File: src/design/ucpr_pkg.sv
package ucpr_pkg;

  localparam int CNT_W   = 16;
  localparam int LIM_W   = 16;
  localparam int DUTY_W  = 16;
  localparam int BYTE_W  = 8;
  localparam int SCALE_W = 8;
  localparam int CMP_W   = (CNT_W > DUTY_W) ? CNT_W : DUTY_W;

  localparam int CFG_ADDR_W = 3;
  localparam int CFG_DATA_W = 16;
  localparam int OUT_DATA_W = 24;

  typedef logic [CNT_W-1:0]  count_t;
  typedef logic [DUTY_W-1:0] duty_t;
  typedef logic [BYTE_W-1:0] byte_t;

  localparam count_t CNT_MAX = '1;

  typedef enum logic [CFG_ADDR_W-1:0] {
    REG_PWM_PERIOD  = 3'd0,
    REG_SPEED_SCALE = 3'd1,
    REG_SLOW_STEP   = 3'd2,
    REG_FAST_STEP   = 3'd3,
    REG_TURN_TICKS  = 3'd4,
    REG_START_DUTY  = 3'd5
  } reg_idx_t;

  localparam logic REQ_TICK = 1'b0;
  localparam logic REQ_BYTE = 1'b1;

  localparam byte_t SPEED_MAX  = 8'd250;
  localparam byte_t CMD_SPORT  = 8'd251;
  localparam byte_t CMD_TRUCK  = 8'd252;
  localparam byte_t CMD_COAST  = 8'd253;
  localparam byte_t CMD_LEFT   = 8'd254;
  localparam byte_t CMD_RIGHT  = 8'd255;

  localparam logic [LIM_W-1:0]   RST_PWM_PERIOD  = 16'd9999;
  localparam logic [SCALE_W-1:0] RST_SPEED_SCALE = 8'd40;
  localparam logic [LIM_W-1:0]   RST_SLOW_STEP   = 16'd3000;
  localparam logic [LIM_W-1:0]   RST_FAST_STEP   = 16'd100;
  localparam logic [LIM_W-1:0]   RST_TURN_TICKS  = 16'd20000;
  localparam duty_t              RST_START_DUTY  = 16'd80;

  typedef struct packed {
    logic [LIM_W-1:0]   pwm_period;
    logic [SCALE_W-1:0] speed_scale;
    logic [LIM_W-1:0]   slow_step_ticks;
    logic [LIM_W-1:0]   fast_step_ticks;
    logic [LIM_W-1:0]   turn_ticks;
    duty_t              start_duty;
  } cfg_t;

  typedef struct packed {
    logic  turning;
    logic  sport_mode;
    duty_t duty_now;
    logic  steer_right;
    logic  steer_left;
    logic  pwm_out;
  } res_t;

  // saturate a 16-bit limit to the counter range
  function automatic count_t clip_lim(logic [LIM_W-1:0] v, logic at_least_one);
    logic [32:0] wide;
    count_t      r;
    wide = 33'(v);
    if (wide > 33'(CNT_MAX)) r = CNT_MAX;
    else r = count_t'(wide);
    if (at_least_one && (r == '0)) r = count_t'(1);
    return r;
  endfunction

endpackage

File: src/design/uart_command_pwm_ramp_controller.sv
// Command-driven PWM ramp controller with steering pulses.
// Input stream: each transfer is a timer tick (in_tuser = 0) or a received
// command byte (in_tuser = 1, byte in in_tdata). Every input transfer yields
// exactly one output transfer carrying the PWM level, steering drives,
// current duty, ramp mode and turning flag after that request.
// Configuration: cfg_we/cfg_addr/cfg_wdata write one register per cycle;
// write only while no item is in flight.
// Path: an accepted item sits in the input register; its result is then
// registered in the output register, which drives out_tdata and out_tvalid.
// Throughput: one item per cycle while the output is not stalled; the state
// update and result logic sit between the input register and the output register.
// Stall: while out_tready is low the output register holds its result, the
// input register holds its item, and in_tready drops once both are full.
// Reset (rst_n low, synchronous): registers return to their defaults, duty,
// target, counters and steering clear, truck mode, both channels empty.
module uart_command_pwm_ramp_controller (
  input  logic                                clk,
  input  logic                                rst_n,
  input  logic                                in_tvalid,
  output logic                                in_tready,
  input  logic [ucpr_pkg::BYTE_W-1:0]         in_tdata,   // [7:0] rx_byte
  input  logic                                in_tuser,   // [0] req_type
  output logic                                out_tvalid,
  input  logic                                out_tready,
  // [0] pwm_out, [1] steer_left, [2] steer_right, [18:3] duty_now,
  // [19] sport_mode, [20] turning, [23:21] zero
  output logic [ucpr_pkg::OUT_DATA_W-1:0]     out_tdata,
  input  logic                                cfg_we,
  input  logic [ucpr_pkg::CFG_ADDR_W-1:0]     cfg_addr,
  input  logic [ucpr_pkg::CFG_DATA_W-1:0]     cfg_wdata
);

  ucpr_pkg::cfg_t  cfg;
  ucpr_pkg::res_t  res;

  logic            in_valid_r;
  logic            in_req_r;
  ucpr_pkg::byte_t in_byte_r;
  logic            out_valid_r;
  ucpr_pkg::res_t  out_res_r;
  logic            advance;

  assign advance   = in_valid_r && (!out_valid_r || out_tready);
  assign in_tready = !in_valid_r || advance;

  ucpr_cfg_regs u_cfg (
    .clk       (clk),
    .rst_n     (rst_n),
    .cfg_we    (cfg_we),
    .cfg_addr  (cfg_addr),
    .cfg_wdata (cfg_wdata),
    .cfg       (cfg)
  );

  ucpr_core u_core (
    .clk      (clk),
    .rst_n    (rst_n),
    .advance  (advance),
    .req_type (in_req_r),
    .rx_byte  (in_byte_r),
    .cfg      (cfg),
    .res      (res)
  );

  always_ff @(posedge clk) begin
    if (!rst_n) begin
      in_valid_r <= 1'b0;
    end else if (in_tready) begin
      in_valid_r <= in_tvalid;
    end
  end

  always_ff @(posedge clk) begin
    if (in_tready && in_tvalid) begin
      in_req_r  <= in_tuser;
      in_byte_r <= in_tdata;
    end
  end

  always_ff @(posedge clk) begin
    if (!rst_n) begin
      out_valid_r <= 1'b0;
    end else if (advance) begin
      out_valid_r <= 1'b1;
    end else if (out_tready) begin
      out_valid_r <= 1'b0;
    end
  end

  always_ff @(posedge clk) begin
    if (advance) begin
      out_res_r <= res;
    end
  end

  assign out_tvalid = out_valid_r;
  assign out_tdata  = ucpr_pkg::OUT_DATA_W'(out_res_r);

endmodule

File: src/design/ucpr_cfg_regs.sv
module ucpr_cfg_regs (
  input  logic                               clk,
  input  logic                               rst_n,
  input  logic                               cfg_we,
  input  logic [ucpr_pkg::CFG_ADDR_W-1:0]    cfg_addr,
  input  logic [ucpr_pkg::CFG_DATA_W-1:0]    cfg_wdata,
  output ucpr_pkg::cfg_t                     cfg
);

  ucpr_pkg::cfg_t cfg_r;

  always_ff @(posedge clk) begin
    if (!rst_n) begin
      cfg_r.pwm_period      <= ucpr_pkg::RST_PWM_PERIOD;
      cfg_r.speed_scale     <= ucpr_pkg::RST_SPEED_SCALE;
      cfg_r.slow_step_ticks <= ucpr_pkg::RST_SLOW_STEP;
      cfg_r.fast_step_ticks <= ucpr_pkg::RST_FAST_STEP;
      cfg_r.turn_ticks      <= ucpr_pkg::RST_TURN_TICKS;
      cfg_r.start_duty      <= ucpr_pkg::RST_START_DUTY;
    end else if (cfg_we) begin
      case (cfg_addr)
        ucpr_pkg::REG_PWM_PERIOD:  cfg_r.pwm_period      <= cfg_wdata;
        ucpr_pkg::REG_SPEED_SCALE: cfg_r.speed_scale     <= cfg_wdata[ucpr_pkg::SCALE_W-1:0];
        ucpr_pkg::REG_SLOW_STEP:   cfg_r.slow_step_ticks <= cfg_wdata;
        ucpr_pkg::REG_FAST_STEP:   cfg_r.fast_step_ticks <= cfg_wdata;
        ucpr_pkg::REG_TURN_TICKS:  cfg_r.turn_ticks      <= cfg_wdata;
        ucpr_pkg::REG_START_DUTY:  cfg_r.start_duty      <= cfg_wdata;
        default: ;
      endcase
    end
  end

  assign cfg = cfg_r;

endmodule

File: src/design/ucpr_core.sv
module ucpr_core (
  input  logic                   clk,
  input  logic                   rst_n,
  input  logic                   advance,
  input  logic                   req_type,
  input  ucpr_pkg::byte_t        rx_byte,
  input  ucpr_pkg::cfg_t         cfg,
  output ucpr_pkg::res_t         res
);

  ucpr_pkg::duty_t  duty_r, duty_nxt;
  ucpr_pkg::byte_t  target_byte_r, target_byte_nxt;
  logic             fast_mode_r, fast_mode_nxt;
  ucpr_pkg::count_t pwm_count_r, pwm_count_nxt;
  ucpr_pkg::count_t step_count_r, step_count_nxt;
  ucpr_pkg::count_t turn_count_r, turn_count_nxt;
  logic             turn_dir_r, turn_dir_nxt;

  ucpr_pkg::count_t plim, slim, step_inc;
  ucpr_pkg::duty_t  target;
  logic             turning_nxt;

  always_comb begin
    plim     = ucpr_pkg::clip_lim(cfg.pwm_period, 1'b0);
    slim     = ucpr_pkg::clip_lim(fast_mode_r ? cfg.fast_step_ticks : cfg.slow_step_ticks,
                                  1'b1);
    step_inc = step_count_r + ucpr_pkg::count_t'(1);
    target   = ucpr_pkg::duty_t'(target_byte_r * cfg.speed_scale);

    duty_nxt        = duty_r;
    target_byte_nxt = target_byte_r;
    fast_mode_nxt   = fast_mode_r;
    pwm_count_nxt   = pwm_count_r;
    step_count_nxt  = step_count_r;
    turn_count_nxt  = turn_count_r;
    turn_dir_nxt    = turn_dir_r;

    if (req_type == ucpr_pkg::REQ_TICK) begin
      pwm_count_nxt = (pwm_count_r >= plim) ? '0 : pwm_count_r + ucpr_pkg::count_t'(1);
      if (turn_count_r != '0) begin
        turn_count_nxt = turn_count_r - ucpr_pkg::count_t'(1);
      end else if (step_inc >= slim) begin
        step_count_nxt = '0;
        if (duty_r < target) duty_nxt = duty_r + ucpr_pkg::duty_t'(1);
        else if (duty_r > target) duty_nxt = duty_r - ucpr_pkg::duty_t'(1);
      end else begin
        step_count_nxt = step_inc;
      end
    end else if (turn_count_r == '0) begin
      if (rx_byte <= ucpr_pkg::SPEED_MAX) begin
        target_byte_nxt = rx_byte;
      end else if (rx_byte <= ucpr_pkg::CMD_COAST) begin
        if (rx_byte == ucpr_pkg::CMD_SPORT) fast_mode_nxt = 1'b1;
        else if (rx_byte == ucpr_pkg::CMD_TRUCK) fast_mode_nxt = 1'b0;
        duty_nxt       = cfg.start_duty;
        step_count_nxt = '0;
      end else begin
        turn_dir_nxt   = (rx_byte == ucpr_pkg::CMD_RIGHT);
        turn_count_nxt = ucpr_pkg::clip_lim(cfg.turn_ticks, 1'b1);
      end
    end
  end

  always_comb begin
    turning_nxt     = (turn_count_nxt != '0);
    res.pwm_out     = (ucpr_pkg::CMP_W'(pwm_count_nxt) < ucpr_pkg::CMP_W'(duty_nxt));
    res.steer_left  = turning_nxt && !turn_dir_nxt;
    res.steer_right = turning_nxt && turn_dir_nxt;
    res.duty_now    = duty_nxt;
    res.sport_mode  = fast_mode_nxt;
    res.turning     = turning_nxt;
  end

  always_ff @(posedge clk) begin
    if (!rst_n) begin
      duty_r        <= '0;
      target_byte_r <= '0;
      fast_mode_r   <= 1'b0;
      pwm_count_r   <= '0;
      step_count_r  <= '0;
      turn_count_r  <= '0;
      turn_dir_r    <= 1'b0;
    end else if (advance) begin
      duty_r        <= duty_nxt;
      target_byte_r <= target_byte_nxt;
      fast_mode_r   <= fast_mode_nxt;
      pwm_count_r   <= pwm_count_nxt;
      step_count_r  <= step_count_nxt;
      turn_count_r  <= turn_count_nxt;
      turn_dir_r    <= turn_dir_nxt;
    end
  end

endmodule

File: config.mk
export PLATFORM = sky130hd
export DESIGN_NAME = uart_command_pwm_ramp_controller
export DESIGN_NICKNAME = d
export VERILOG_FILES = /design/src/design/ucpr_pkg.sv /design/src/design/uart_command_pwm_ramp_controller.sv /design/src/design/ucpr_cfg_regs.sv /design/src/design/ucpr_core.sv
export SDC_FILE = /design/constraint.sdc
export NUM_CORES = 1
export LEC_CHECK = 0
export ABC_AREA = 1
export BUFFER_PORTS_ARGS = -buffer_cell sky130_fd_sc_hd__buf_2
export CAP_MARGIN = 20
export CORE_MARGIN = 1.5
export CORE_UTILIZATION = 30
export DETAILED_ROUTE_END_ITERATION = 8
export PLACE_DENSITY = 0.52
export REMOVE_ABC_BUFFERS = 1
export SLEW_MARGIN = 10
export SYNTH_ARGS = -nofsm -noshare
export SYNTH_HDL_FRONTEND = slang
export SYNTH_HIERARCHICAL = 1
export SYNTH_SLANG_ARGS = --single-unit
export TNS_END_PERCENT = 100
File: constraint.sdc
create_clock -name clk -period 9.3 [get_ports clk]
set_input_delay 1.86 -clock clk [delete_from_list [all_inputs] [get_ports clk]]
set_output_delay 1.86 -clock clk [all_outputs]
set_load 0.05 [all_outputs]
Word level (Yosys, flattened, before mapping)
Index checks and enable logic that the tools add are counted.
{"block": "totals", "out_inout_bits": 26, "inputBits": 33, "regBits": 194, "elab_cells": 112}
{"block": "classes", "add_sub_neg": 5, "magnitude_cmp": 7, "n_reduce_logical": 24, "eq_ne": 12, "mux": 40, "mul": 1}
{"op": "$mux 16", "count": 28}
{"op": "$add 16x1->16 const B", "count": 3}
{"op": "$logic_not 16->1", "count": 3}
{"op": "$ge 16x16->1", "count": 2}
{"op": "$lt 16x16->1", "count": 2}
{"op": "$reduce_bool 16->1", "count": 2}
{"op": "$sub 16x1->16 const B", "count": 2}
{"op": "$eq 8x8->1 const B", "count": 3}
{"op": "$gt 16x16->1", "count": 1}
{"op": "$le 8x8->1 const B", "count": 2}
{"op": "$mul 8x8->16", "count": 1}
{"op": "$mux 1", "count": 12}
{"op": "$reduce_and 2->1", "count": 6}
{"op": "$eq 3x2->1 const B", "count": 2}
{"op": "$eq 3x3->1 const B", "count": 2}
{"op": "$reduce_and 5->1", "count": 1}
{"op": "$logic_and 1x1->1", "count": 4}
{"op": "$ne 2x1->1 const B", "count": 2}
{"op": "$ne 2x2->1 const B", "count": 2}
{"op": "$reduce_and 4->1", "count": 1}
{"op": "$eq 3x1->1 const B", "count": 1}
{"op": "$logic_not 1->1", "count": 3}
{"op": "$logic_not 3->1", "count": 1}
{"op": "$logic_or 1x1->1", "count": 2}
{"op": "$reduce_bool 2->1", "count": 1}

Depth between registers and ports, before layout
{"block": "logic_depth", "ltp_word": 13, "depth_mapped": 44, "depth_no_buf": 43}

Hierarchy
Netlist, hierarchy kept.
{"mod": "ucpr_core", "instances": 1, "seq_area_each_um2": 1481.4, "cells_each": 1418, "area_per_inst_um2": 9277.6}
{"mod": "ucpr_cfg_regs", "instances": 1, "seq_area_each_um2": 1761.7, "cells_each": 483, "area_per_inst_um2": 3435.8}
{"mod": "uart_command_pwm_ramp_controller", "instances": 1, "seq_area_each_um2": 940.9, "cells_each": 47, "area_per_inst_um2": 1022.2}

Least setup slack after synthesis
Ideal clock, no wire load.
{"block": "synth_timing", "path_type": "reg-to-reg", "startpoint": "register u_cfg.cfg_r (netlist bit u_cfg/cfg[70])", "endpoint": "register out_res_r (netlist bit out_tdata[0]), data pin", "t_required_ns": 9.154, "arrival_ns": 6.511, "stages_incl_launch_ff": 38, "slack_ns": 2.643, "synth_period_minus_slack_ns": 6.657, "setup_time_ns": 0.146, "path_buffers": 1, "path_cell_list": "dfxtp_1 clkbuf_1 nand2_1 inv_1 fa_1 fa_1 fa_1 inv_1 fa_1 inv_1 ha_1 inv_1 o311ai_0 a21oi_1 o21bai_1 a21oi_1 nor2_1 nor2_1 (+2 left out) nand2_1 nor3_2 nand2_1 nand2_2 inv_1 nor2_1 a31oi_1 nor2_1 a21oi_1 o21ai_0 nand2_1 inv_1 ha_1 a21oi_1 nor2_1 a211oi_1 o221ai_1 a21oi_1"}
{"element": "from (decl)", "line_no": "ucpr_cfg_regs.sv:10", "text": "ucpr_pkg::cfg_t cfg_r;"}
{"element": "to (signal assigned)", "line_no": "uart_command_pwm_ramp_controller.sv:92", "text": "out_res_r <= res;"}
{"element": "to (decl)", "line_no": "uart_command_pwm_ramp_controller.sv:40", "text": "ucpr_pkg::res_t out_res_r;"}

==> Implementation_results.wiki <==
{| class="wikitable"
! Metric !! Value
|-
| Maximum buffer depth of the clock tree || 2
|-
| Most frequent cell on the critical path || sky130_fd_sc_hd__inv_1
|-
| Crit path max fanout || 17
|-
| Clock buffers created by TritonCTS || 17
|-
| Worst min-delay path startpoint || u_cfg/cfg[38]
|-
| Post-route total power || between 2000 and 2500 uW
|-
| Clock-pin slew of the registers on the worst-case setup and hold paths || 80 ps
|-
| Initial Utilization || 30.33%
|-
| Synth-to-layout area growth || 9.647%
|-
| Max-cap violations || 0
|-
| Crit-path max cell delay || ~550 ps
|-
| Wire length of the first global-routing pass || between 60000 and 70000 um
|-
| Main flop type after synthesis || sky130_fd_sc_hd__dfxtp_1
|-
| Leakage Power || ~0.0075 uW
|-
| Hold Slack || between 400 and 500 ps
|-
| Aggregate global routing overflow || 0
|-
| Class of the tightest hold or removal check || reg2reg
|-
| Post-Synthesis Mean Instance Area || just over 7 um^2
|-
| Overall Global Routing Usage || between 10% and 20%
|-
| Post-synth EDFFs || 30
|-
| Worst reg2reg startpoint || u_core/target_byte_r[4]
|-
| Critical path capture point type || flip-flop
|-
| Post-synthesis instance total || 1948
|-
| Antenna violations before repair || 0
|-
| Number of flip-flops and latches in the synthesized netlist || 194
|-
| Commonest cells after routing, fill and taps aside || sky130_fd_sc_hd__nand2_1 (381), sky130_fd_sc_hd__inv_1 (309), sky130_fd_sc_hd__nor2_1 (235)
|-
| Relative max-transition margin || between 20% and 30%
|-
| Final-report max-slew violation count || 0
|-
| RSZ-0062 raised after global routing || no
|-
| Area of the placeable core || 45280 um^2
|-
| Worst Max-Slew Pin Slew || 1058 ps
|-
| Floorplan die height || between 200 and 250 um
|-
| Via count of the first global-routing pass || approximately 12000
|-
| Outcome || finished clean
|-
| Wirelength, routed || between 30000 and 40000 um
|-
| Slowest stage cell, crit path || sky130_fd_sc_hd__dfxtp_1
|-
| Worst reg2reg setup slack || 1500 ps
|-
| Number of top-level design ports || between 50 and 60
|-
| Sort of element at the start of the critical path || flip-flop
|-
| Total number of vias || ~12000
|-
| Worst setup path end || out_tdata[0]
|-
| Achievable Freq || ~0.13 GHz
|-
| Net total in the final layout || ~2100
|-
| Via density per instance || approximately 4.8
|-
| Layout fillers || 4955
|-
| Startpoint of the most critical setup path || u_core/target_byte_r[4]
|-
| Number of clock sinks seen by CTS || 194
|-
| WP data arrival || 8100 ps
|-
| Number of iterations in the first detailed-routing pass || 7
|-
| Number of library cell types mapped by synthesis || 66
|-
| Critical register-to-register path endpoint || out_tdata[0]
|-
| Clock skew after layout || 16.80 ps
|-
| Number of rows in the core area || 78
|-
| Proportion of layout cells with a drive suffix above 1 || 8.567%
|-
| Synthesis Warnings || 6
|-
| Post-route design area || between 15000 and 20000 um^2
|-
| GPL Wtd Cong || around 0.87
|-
| Cells resized by post-CTS repair || 0
|-
| Register Area || between 4000 and 5000 um^2
|-
| Max rail drop VDD || 144.1 uV
|-
| Number of levels the H-tree was split into || 4
|-
| Share of synthesized flip-flops with an asynchronous set or reset || 0%
|-
| Min cycle time layout || roughly 7800 ps
|-
| Placed standard-cell area || about 14000 um^2
|-
| Proportion of synthesized chip area in sequential cells || between 30 and 40%
|-
| Area of combinational cells with multiple inputs || about 8000 um^2
|-
| Leading cell type in the layout, fill and taps excluded || sky130_fd_sc_hd__nand2_1
|-
| Netlist area before placement || roughly 14000 um^2
|-
| Drc violations || 0
|-
| Dpl hpwl || 29160 um
|-
| Violation count after the first detailed-routing iteration || 781
|-
| Cell area power density || roughly 140 nW/um^2
|-
| Remaining antenna violation count || 0
|-
| Clock latency on the worst-skew pair || about 450 ps
|-
| R2R depth || 36
|-
| Postcts setup bufs || 0
|-
| Pin count of the biggest net entering global routing || approximately 100
|-
| Final Cycle Share || between 80% and 90%
|-
| Number of endpoints with negative hold slack in the final report || 0
|-
| Die X-Extent || between 200 and 250 um
|-
| Clock tree from TritonCTS || yes
|-
| Start-to-end type of the worst setup path || reg2reg
|-
| Routed length per instance || 15.06 um
|-
| Setup_tns || 0 ps
|-
| Post-CTS Hold Buffers || 0
|-
| Count of port buffers added during placement || 55
|-
| Clk Tree Root Cell || sky130_fd_sc_hd__clkbuf_16
|-
| Data required time of the worst path || around 9600 ps
|-
| Final setup fails || 0
|-
| Ant. Diodes || 0
|-
| Die outline area || 47080 um^2
|}
sequential cells by signal (all words and copies together) (netlist names), 8 cells and up:
register and count:
out_tdata 21, u_core/step_count_r 16, u_cfg/cfg 88, u_core/turn_count_r 16, in_byte_r 8, u_core/duty_r 16, u_core/target_byte_r 8, u_core/pwm_count_r 16
critical path, delay by kind of cell, from the launching register on:
kind	cells	cell delay, ps
adder cells (fa/ha/maj)	7	2920
AO/OA/AOI/OAI	11	1950
AND/OR/NAND/NOR	11	1510
buffers and inverters	6	580
flip-flops	1	550
XOR/XNOR	1	140
layout make-up:
cell class	instances	share of cell area [%]
Multi-Input combinational cell	1347	52.76
Inverter	324	8.108
Clock buffer	19	3.016
Tap cell	600	4.985
Sequential cell	194	27.78
Clock inverter	13	1.055
Timing Repair Buffer	64	2.293
per-layer routing:
metal  GRT usage (%)  vias up  part of all wire, %  wire length, um
met5               0        -                    0                0
met4           3.889        0                  1.6              618
met3           2.544       31                  3.9             1496
met2           27.60      225                   46            17630
met1           23.26     5711                   49            18810
li1                -     6216                    -                -
power breakdown:
group | switching [uW] | internal (uW)
registers | 44.1 | 891
clock network | 369 | 403
logic | 290 | 134
total | 703 | 1430
kinds of logic after synthesis:
family / count (synthesis) / share of synthesized area, %
other cells: 1 / 0.02730
simple gates: 859 / 27.51
compound gates: 293 / 12.02
mux: 11 / 0.8016
flops: 194 / 30.46
fa+ha+maj: 140 / 14.72
buf+inv: 409 / 11.84
xor+xnor: 41 / 2.614
worst min path at each step:
stage                               end  slack (ps)  depth (start not counted)
final                     u_cfg/cfg[38]         470                          2
after global routing      u_cfg/cfg[37]         500                          2
after CTS                 u_cfg/cfg[37]         470                          2
after detailed placement  u_cfg/cfg[37]         450                          2
after global placement    u_cfg/cfg[38]         450                          2
after floorplan           u_cfg/cfg[34]         430                          2
synthesized netlist by cell type, types with 2 or more instances:
library cell / number / area share [%]
sky130_fd_sc_hd__nor3_2: 3 / 0.22
sky130_fd_sc_hd__a22oi_1: 4 / 0.22
sky130_fd_sc_hd__nand4_1: 15 / 0.68
sky130_fd_sc_hd__nor2_1: 236 / 6.4
sky130_fd_sc_hd__nand2_2: 10 / 0.46
sky130_fd_sc_hd__buf_4: 11 / 0.60
sky130_fd_sc_hd__o211ai_2: 6 / 0.55
sky130_fd_sc_hd__buf_6: 2 / 0.16
sky130_fd_sc_hd__mux2i_1: 11 / 0.80
sky130_fd_sc_hd__inv_2: 11 / 0.30
sky130_fd_sc_hd__nor4_1: 10 / 0.46
sky130_fd_sc_hd__ha_1: 104 / 9.5
sky130_fd_sc_hd__nor2_4: 8 / 0.66
sky130_fd_sc_hd__a21oi_1: 130 / 4.7
sky130_fd_sc_hd__clkinv_2: 2 / 0.073
sky130_fd_sc_hd__a31oi_1: 6 / 0.27
sky130_fd_sc_hd__nor3_1: 22 / 0.80
sky130_fd_sc_hd__dfxtp_1: 164 / 24
sky130_fd_sc_hd__nand3_2: 2 / 0.15
sky130_fd_sc_hd__buf_1: 10 / 0.27
sky130_fd_sc_hd__nor2_2: 12 / 0.55
sky130_fd_sc_hd__edfxtp_1: 30 / 6.6
sky130_fd_sc_hd__xnor2_1: 9 / 0.57
sky130_fd_sc_hd__o21ai_1: 28 / 1.0
sky130_fd_sc_hd__clkbuf_1: 38 / 1.0
sky130_fd_sc_hd__nand3_1: 146 / 5.3
sky130_fd_sc_hd__o21ai_0: 78 / 2.8
sky130_fd_sc_hd__buf_2: 24 / 0.87
sky130_fd_sc_hd__fa_1: 36 / 5.2
sky130_fd_sc_hd__a21o_1: 5 / 0.27
sky130_fd_sc_hd__nand2_1: 381 / 10
sky130_fd_sc_hd__xor2_1: 32 / 2.0
sky130_fd_sc_hd__o211ai_1: 8 / 0.44
sky130_fd_sc_hd__inv_1: 310 / 8.5
sky130_fd_sc_hd__o21a_1: 2 / 0.11
sky130_fd_sc_hd__o21bai_1: 3 / 0.16
sky130_fd_sc_hd__nor3_4: 2 / 0.24
sky130_fd_sc_hd__a211oi_1: 9 / 0.49
per-stage QoR:
stage / cells / utilization, % / setup WS [ps]
floorplan: 1865 / - / 2501
global placement: 2529 / 31.90 / 1775
detailed placement: 2529 / 31.90 / 1585
CTS: 2561 / 33.26 / 1539
global route: 2561 / 33.26 / 717.2
finish: 2561 / 33.26 / 1502
No activity file was read; power rests on OpenSTA's default activity.
